$ cat config.mk
export PLATFORM = sky130hd
export DESIGN_NAME = scope_frame_crc16_packer_core
export DESIGN_NICKNAME = d
export VERILOG_FILES = /design/src/hdl/spc_pkg.sv /design/src/hdl/spc_cell.sv /design/src/hdl/spc_crc.sv /design/src/hdl/scope_frame_crc16_packer_core.sv
export SDC_FILE = /design/constraint.sdc
export NUM_CORES = 1
export LEC_CHECK = 0
export ABC_CLOCK_PERIOD_IN_PS = 3800
export BUFFER_PORTS_ARGS = -buffer_cell sky130_fd_sc_hd__buf_2
export CORE_ASPECT_RATIO = 1.1
export CORE_UTILIZATION = 35
export DETAILED_ROUTE_END_ITERATION = 16
export PLACE_DENSITY = 0.65
export SYNTH_ARGS = -nofsm -noshare
export SYNTH_HDL_FRONTEND = slang
export SYNTH_SLANG_ARGS = --single-unit
$ cat constraint.sdc
create_clock -name clk -period 3.8 [get_ports clk]
set_input_delay 0.19 -clock clk [delete_from_list [all_inputs] [get_ports clk]]
set_output_delay 0.19 -clock clk [all_outputs]
set_load 0.01 [all_outputs]
$ cat src/hdl/spc_pkg.sv
// ----------------------------------------------------------------------------
// spc_pkg: shared definitions for the scope frame CRC-16 packer
// Widths, frame constants, the cell control struct and the CRC byte step.
// ----------------------------------------------------------------------------
package spc_pkg;

    localparam int CH_W      = 16;
    localparam int NUM_CH    = 4;
    localparam int BYTE_W    = 8;
    localparam int DATA_LEN  = 8;
    localparam int FRAME_LEN = 10;
    localparam int POS_W     = 4;

    localparam logic [15:0] CRC_SEED = 16'hFFFF;
    localparam logic [15:0] CRC_POLY = 16'hA001;

    localparam logic [POS_W-1:0] POS_CRC_LO = POS_W'(DATA_LEN);
    localparam logic [POS_W-1:0] POS_CRC_HI = POS_W'(DATA_LEN + 1);
    localparam logic [POS_W-1:0] POS_LAST   = POS_W'(FRAME_LEN - 1);

    typedef struct packed {
        logic load;
        logic shift;
    } cell_ctrl_t;

    // One byte through the reflected CRC-16/MODBUS register.
    function automatic logic [15:0] crc_byte(input logic [15:0] crc_in,
                                             input logic [BYTE_W-1:0] data);
        logic [15:0] acc;
        acc = crc_in ^ {8'h00, data};
        for (int b = 0; b < BYTE_W; b++)
        begin
            if (acc[0])
            begin
                acc = (acc >> 1) ^ CRC_POLY;
            end
            else
            begin
                acc = acc >> 1;
            end
        end
        return acc;
    endfunction

endpackage

$ cat src/hdl/spc_cell.sv
// ----------------------------------------------------------------------------
// spc_cell: one byte cell of the frame shift chain
// Loads its own data byte when a sample set arrives and takes its neighbour's
// byte whenever the head of the chain is sent.
// ----------------------------------------------------------------------------
module spc_cell (
    input  logic                      clk,
    input  spc_pkg::cell_ctrl_t       ctrl,
    input  logic [spc_pkg::BYTE_W-1:0] load_byte,
    input  logic [spc_pkg::BYTE_W-1:0] neighbour_byte,
    output logic [spc_pkg::BYTE_W-1:0] byte_q
);
    import spc_pkg::*;

    logic [BYTE_W-1:0] byte_reg;
    logic [BYTE_W-1:0] byte_next;

    always_comb
    begin
        byte_next = byte_reg;
        if (ctrl.load)
        begin
            byte_next = load_byte;
        end
        else if (ctrl.shift)
        begin
            byte_next = neighbour_byte;
        end
    end

    always_ff @(posedge clk)
    begin
        byte_reg <= byte_next;
    end

    assign byte_q = byte_reg;

endmodule

$ cat src/hdl/spc_crc.sv
// ----------------------------------------------------------------------------
// spc_crc: running CRC-16/MODBUS accumulator
// Seeds on a new frame and folds in each data byte as it leaves the chain.
// ----------------------------------------------------------------------------
module spc_crc (
    input  logic                       clk,
    input  spc_pkg::cell_ctrl_t        ctrl,
    input  logic [spc_pkg::BYTE_W-1:0] data_byte,
    output logic [15:0]                crc_q
);
    import spc_pkg::*;

    logic [15:0] crc_reg;
    logic [15:0] crc_next;

    always_comb
    begin
        crc_next = crc_reg;
        if (ctrl.load)
        begin
            crc_next = CRC_SEED;
        end
        else if (ctrl.shift)
        begin
            crc_next = crc_byte(crc_reg, data_byte);
        end
    end

    always_ff @(posedge clk)
    begin
        crc_reg <= crc_next;
    end

    assign crc_q = crc_reg;

endmodule

$ cat src/hdl/scope_frame_crc16_packer_core.sv
// ----------------------------------------------------------------------------
// scope_frame_crc16_packer_core: serial oscilloscope frame packer
// Turns one sample set of four channels into a ten-byte frame with a
// CRC-16/MODBUS trailer.
// ----------------------------------------------------------------------------
// Each item on the slave side carries four 16-bit channel values. The block
// sends ten bytes on the master side: each channel low byte first, in channel
// order, then the CRC low and high bytes, with tlast on the tenth byte.
// The eight data bytes sit in a chain of byte cells that shifts by one each
// time a data byte is taken; the CRC is folded in one byte per cycle as the
// data leaves the chain, and both hold while the receiver stalls.
// The first byte is offered in the cycle after the item is accepted. No new
// item is accepted while a frame is in progress, but the next item is accepted
// in the same cycle as the final byte of the frame is taken, so frames follow
// one another with no gap.
// When the receiver stalls the current byte is held and nothing shifts.
// Reset empties the block; no frame is in progress afterwards.
// ----------------------------------------------------------------------------
module scope_frame_crc16_packer_core (
    input  logic        clk,
    input  logic        rst_n,
    input  logic        s_tvalid,
    output logic        s_tready,
    input  logic [spc_pkg::NUM_CH*spc_pkg::CH_W-1:0] s_tdata,  // channel_a, channel_b, channel_c, channel_d
    output logic        m_tvalid,
    input  logic        m_tready,
    output logic [7:0]  m_tdata,  // frame_byte
    output logic        m_tlast   // last_byte
);
    import spc_pkg::*;

    logic             busy_reg;
    logic             busy_next;
    logic [POS_W-1:0] pos_reg;
    logic [POS_W-1:0] pos_next;
    logic             in_fire;
    logic             out_fire;
    logic             frame_done;
    cell_ctrl_t       cell_ctrl;
    cell_ctrl_t       crc_ctrl;
    logic [BYTE_W-1:0] cell_q [DATA_LEN];
    logic [15:0]      crc_q;

    assign out_fire   = busy_reg && m_tready;
    assign frame_done = out_fire && (pos_reg == POS_LAST);
    assign s_tready   = !busy_reg || frame_done;
    assign in_fire    = s_tvalid && s_tready;

    assign cell_ctrl.load  = in_fire;
    assign cell_ctrl.shift = out_fire && (pos_reg < POS_CRC_LO);
    assign crc_ctrl        = cell_ctrl;

    genvar gi;
    generate
        for (gi = 0; gi < DATA_LEN; gi++)
        begin : g_cell
            logic [BYTE_W-1:0] neighbour;
            if (gi == DATA_LEN - 1)
            begin : g_tail
                assign neighbour = '0;
            end
            else
            begin : g_body
                assign neighbour = cell_q[gi+1];
            end
            spc_cell u_cell (
                .clk            (clk),
                .ctrl           (cell_ctrl),
                .load_byte      (s_tdata[gi*BYTE_W +: BYTE_W]),
                .neighbour_byte (neighbour),
                .byte_q         (cell_q[gi])
            );
        end
    endgenerate

    spc_crc u_crc (
        .clk       (clk),
        .ctrl      (crc_ctrl),
        .data_byte (cell_q[0]),
        .crc_q     (crc_q)
    );

    always_comb
    begin
        busy_next = busy_reg;
        pos_next  = pos_reg;
        if (out_fire)
        begin
            pos_next = pos_reg + POS_W'(1);
            if (pos_reg == POS_LAST)
            begin
                busy_next = 1'b0;
            end
        end
        if (in_fire)
        begin
            busy_next = 1'b1;
            pos_next  = '0;
        end
    end

    always_ff @(posedge clk or negedge rst_n)
    begin
        if (!rst_n)
        begin
            busy_reg <= 1'b0;
            pos_reg  <= '0;
        end
        else
        begin
            busy_reg <= busy_next;
            pos_reg  <= pos_next;
        end
    end

    always_comb
    begin
        if (pos_reg == POS_CRC_LO)
        begin
            m_tdata = crc_q[7:0];
        end
        else if (pos_reg == POS_CRC_HI)
        begin
            m_tdata = crc_q[15:8];
        end
        else
        begin
            m_tdata = cell_q[0];
        end
    end

    assign m_tvalid = busy_reg;
    assign m_tlast  = (pos_reg == POS_LAST);

endmodule

# After elaboration in Yosys (flattened, before gate mapping)
# Cells that the tools add are included.
[totals]
ff_bits = 85
in_bits = 68
output_inout_bits = 11
[op_classes]
addsub = 1
n_lt_le_gt_ge = 1
n_eq_ne = 2
muxes = 45
bitwise = 9
reduce_logical = 10
[op_table]
columns = ["cell", "n"]
rows = [
  ["16-bit two-way mux", 22],
  ["8-bit two-way mux", 18],
  ["2-bit inverter with 3-bit output", 8],
  ["16-bit by 8-bit bitwise XOR with 16-bit output", 1],
  ["4-bit == test, second input constant", 2],
  ["4-bit two-way mux", 2],
  ["2-bit nonzero test", 3],
  ["4-bit by 1-bit adder with 4-bit output, second input constant", 1],
  ["1-bit logical AND", 4],
  ["4-bit < comparator, second input constant", 1],
  ["1-bit two-way mux", 3],
  ["2-bit AND reduction", 1],
  ["1-bit zero test", 1],
  ["1-bit logical OR", 1],
]

# Depth between registers and ports, before layout
[logic_depth]
ltp_word = 31
depth_mapped = 11

# Cells and area by module
# Synthesis repeated with hierarchy kept, for this count alone.
[unflattened]
hier_cells = 303
area_unflattened_um2 = 4538.1
[by_module_without_submodules]
columns = ["mod", "n_inst", "cells_per_inst", "area_each_um2", "seq_area_each_um2"]
rows = [
  ["spc_cell", 8, 18, 377.9, 240.2],
  ["spc_crc", 1, 92, 989.7, 320.3],
  ["scope_frame_crc16_packer_core", 1, 67, 525.5, 125.1],
]

# Worst setup path before layout
# Ideal clock, no wire load.
[synth_timing]
kind = "flip-flop to flip-flop"
start = "reg pos_reg[1]"
end = "reg g_cell[0].u_cell.byte_reg[0] (enable)"
setup_time_ns = 0.426
t_arrival_ns = 2.927
t_required_ns = 3.374
slack_ns = 0.447
stages_incl_launch_ff = 11
n_path_buf = 4
period_less_slack_ns = 3.353
cell_sequence = "dfrtp_1 > inv_1 > ha_1 > nand3b_1 > buf_6 > o21ai_1 > and2_1 > buf_2 > buf_6 > buf_4 > or2_1"
[synth_via]
elab_chain_len = 5
[synth_rtl]
columns = ["element", "line", "text"]
rows = [
  ["start, declared", "scope_frame_crc16_packer_core.sv:34", "logic [POS_W-1:0] pos_reg;"],
  ["start signal, assigned", "scope_frame_crc16_packer_core.sv:112", "pos_reg <= pos_next;"],
  ["branches (longest 4 deep; another with 4-bit < comparator)", "n/a", ""],
  ["2-bit nonzero test (no line) *", "n/a", ""],
  ["end signal, assigned", "spc_cell.sv:33", "byte_reg <= byte_next;"],
  ["end, declared", "spc_cell.sv:15", "logic [BYTE_W-1:0] byte_reg;"],
]
# Mark *: on every way between the ends.
# A chain may end at the register's enable or synchronous reset.

# Final worst setup path
[layout_timing]
start = "reg pos_reg[1]"
end = "reg g_cell[6].u_cell.byte_reg[6] (data pin)"
[layout_via]
elab_chain_len = 5
[layout_rtl]
columns = ["element", "line", "text"]
rows = [
  ["4-bit == test", "scope_frame_crc16_packer_core.sv:45", "assign frame_done = out_fire && (pos_reg == POS_LAST);"],
  ["1-bit logical AND", "scope_frame_crc16_packer_core.sv:45", ""],
  ["1-bit logical OR", "scope_frame_crc16_packer_core.sv:46", "assign s_tready = !busy_reg || frame_done;"],
  ["1-bit logical AND", "scope_frame_crc16_packer_core.sv:47", "assign in_fire = s_tvalid && s_tready;"],
  ["8-bit two-way mux", "spc_cell.sv:21", "if (ctrl.load)"],
  ["named net g_cell[6].u_cell.byte_next[6]", "spc_cell.sv:16", "logic [BYTE_W-1:0] byte_next;"],
  ["end signal, assigned", "spc_cell.sv:33", ""],
  ["end, declared", "spc_cell.sv:15", ""],
]
# The timed path passes the listed nets, and every way through them passes these cells.

==> flow_summary_export.csv <==
group,metric,value,unit
critical_path,cp-end-kind,"flip-flop",
final_layout,largest_reg_flops,64,
power_and_ir_drop,power_frac_comb,35.7,%
hold_path,hold_path_class,"input pin to flip-flop",
critical_path,critPathKind,"flip-flop to flip-flop",
synth,synth_cell_type_count,32,
final_layout,final_common_cell,"buf_2",
final_layout,final_cell_area,4775,µm²
global_routing,overflow,0,
final_layout,fin_cells,509,
place,place_area,4457,µm²
place,place_inst,492,
floorplanning,fp.dieW,103,µm
final_layout,n_antenna_cell,0,
timing,fin_skew,0.005476,ns
global_routing,grt_pass1_vias,2366,
power_and_ir_drop,pwr_density_cell,803.5,nW/µm²
critical_path,max_stage_delay,0.45,ns
timing,fmax,0.3867,GHz
power_and_ir_drop,swShare,28.70,%
critical_path,crit_buf_inv,3,
run_status,status,"completed",
synth,ys.flop_type,"edfxtp_1",
floorplanning,die_area,11650,µm²
synth,synth_edf_count,64,
synth,avgSynthCellArea,14.18,µm²
power_and_ir_drop,ir_worst_vdd,348.9,µV
clock_network,cts_root_buf,"clkbuf_16",
final_layout,final_cell_mix,"78 x buf_2, 64 x edfxtp_1, 47 x mux2_2",
critical_path,cp-start-kind,"flip-flop",
detailed_routing,avgViaCountPerCell,4.640,
detailed_routing,drtAntennaViolNets,0,
timing,maxSlewViolCount,0,
final_layout,layout-area-overhead-vs-synth,21.57,%
timing,fin_setup_tns,0,ns
critical_path,crit_path_cell_trace,"inv_1 > ha_1 > nand3b_1 > o21ai_1 > buf_4 > and2_4 > buf_4 > mux2_2",
global_routing,grt_max_degree,38,
clock_network,tritoncts,"built",
power_and_ir_drop,p_leak,0.001947,µW
synth,synth_seq_cells,85,
clock_network,cts_made_buffers,9,
clock_network,clock_path_buffers,2,
synth,synth_area,3928,µm²
timing,fin_crit,2.586,ns
floorplanning,rows,40,
critical_path,cp_common_cell,"buf_4",
clock_network,clock-sinks,85,
detailed_routing,first_pass_iters,4,
synth,synth_nets,348,
place,port_buffers,78,
timing,maxSlewHeadroom,64.66,%
timing,period_share,68.05,%
clock_network,post_cts_resized,0,
detailed_routing,drc,0,
critical_path,required,3.87,ns
power_and_ir_drop,internal_power,2736,µW
critical_path,path_delay_family,"buffers and inverters",
floorplanning,start_util,36.00,%
global_routing,antenna_found_initial,1,
clock_network,path_clk_slew,0.06,ns
power_and_ir_drop,power.switching,1101,µW
clock_network,clock_latency,0.33,ns
floorplanning,io_pins,79,
timing,tightest_slew,0.5301,ns
place,place.gp.congestion,0.7383,
run,maxCapViolations,0,
detailed_routing,drt_wl_total,6988,µm
synth,synth-async-reset-ratio,5.882,%
clock_network,htreeDepth,3,
floorplanning,die_y,113.1,µm
critical_path,critical_path_arrival,2.66,ns
power_and_ir_drop,p_seq_share,41.1,%
timing,finalSetupViolations,0,
global_routing,grt_pass1_wl,11500,µm
floorplanning,core_area,10910,µm²
power_and_ir_drop,clockPowerShare,23.1,%
place,dp_hpwl,4906,µm
synth,ys_warn_count,0,
final_layout,nets,428,
detailed_routing,drtIter0Drc,116,
final_layout,drive_gt1_share,43.92,%
clock_network,cts_setup_buffers,0,
detailed_routing,wl_per_cell,13.73,µm
detailed_routing,num_vias,2362,
synth,syn-instance-count,277,
global_routing,grt_usage,13.16,%
critical_path,crit_slowest_cell,"and2_4",
synth,seq_area_frac_synth,60.27,%
timing,hold_viol_final,0,
timing,rsz0062_at_grt,"no",
critical_path,crit_fanout,36,
==> routing by layer <==
metal	up-vias	part of all wire [%]	global-route usage [%]
li1	1164	-	-
met1	1129	44	16.75
met2	56	47	20.44
met3	11	7.8	5.374
met4	2	1.3	3.944
met5	-	0.19	0
==> cell usage after synthesis (4+ instances only) <==
cell type	count	area share [%]
edfxtp_1	64	49
mux2i_1	9	2.3
nor2_1	10	0.96
and3_1	8	1.3
dfxtp_1	16	8.2
mux2_2	47	13
clkbuf_1	7	0.67
a21oi_1	10	1.3
o21ai_0	15	1.9
mux2_4	9	3.4
nor3_1	11	1.4
nand2_1	16	1.5
buf_2	5	0.64
dfrtp_1	5	3.2
inv_1	4	0.38
xnor2_1	16	3.6
==> cell families (layout without fill, tap and decap cells) <==
group / after synthesis / count (layout) / synth area share, %
DFF: 85 / 85 / 60.27
muxes: 65 / 65 / 19.21
and+or+nand+nor: 53 / 53 / 6.499
AOI/OAI and AO/OA: 27 / 27 / 3.504
xor gates and xnor gates: 23 / 23 / 6.626
buffers and inverters: 21 / 106 / 2.931
adders and majority gates: 3 / 3 / 0.9558
==> final cells by class <==
| class | instances | area, µm² |
|---|---|---|
| clock buffers | 15 | 277.8 |
| clock inverters | 1 | 30.03 |
| fillers | 1054 | 6136 |
| inverters | 4 | 15.01 |
| multi-input cells | 171 | 1448 |
| flip-flops and latches | 85 | 2367 |
| well taps | 147 | 183.9 |
| repair buffers | 86 | 452.9 |
==> what timing repair did <==
action / CTS / global route
endpoints found under the setup margin: 0 / 0
hold buffers: 1 / 0
hold endpoints to repair: 5 / 0
==> power groups by stage <==
stage	registers, µW	clock network (µW)	logic, µW
2_1_floorplan	1560	0	1120
3_3_place_gp	1590	0	1350
3_5_place_dp	1600	0	1380
4_1_cts	1580	907	1390
5_1_grt	1620	943	1530
6_report	1580	886	1370
==> path summary, 6_finish.rpt <==
path                                              start                                   end  slack (ns)  cells past startpoint
setup / recovery                 pos_reg[1]$_DFFE_PN0P_  g_cell[6].u_cell.byte_q[6]$_DFFE_PP_        1.21                      8
hold / removal                               s_tdata[9]  g_cell[1].u_cell.byte_q[1]$_DFFE_PP_        0.16                      2
setup reg to reg                 pos_reg[1]$_DFFE_PN0P_  g_cell[6].u_cell.byte_q[6]$_DFFE_PP_        1.21                      8
hold reg to reg            u_crc.crc_q[12]$_SDFFE_PP1P_           u_crc.crc_q[4]$_SDFFE_PP1P_        0.48                      2
max in group asynchronous                         rst_n                  m_tvalid$_DFFE_PN0P_        3.45                      2
min in group asynchronous                         rst_n                pos_reg[3]$_DFFE_PN0P_        0.22                      2
==> through the flow <==
stage / utilization (%) / total power (µW) / hold WS (ns) / worst slack [ns]
after detailed placement: 40.85 / 2982 / 0.01680 / 1.229
after floorplan: - / 2688 / -0.1056 / 0.4473
final: 43.76 / 3836 / 0.1645 / 1.214
after CTS: 43.76 / 3883 / 0.1545 / 1.195
after global routing: 43.76 / 4096 / 0.1500 / 1.047
after global placement: 40.85 / 2943 / 0.01572 / 1.311
Power figures use the tool's default switching activity.
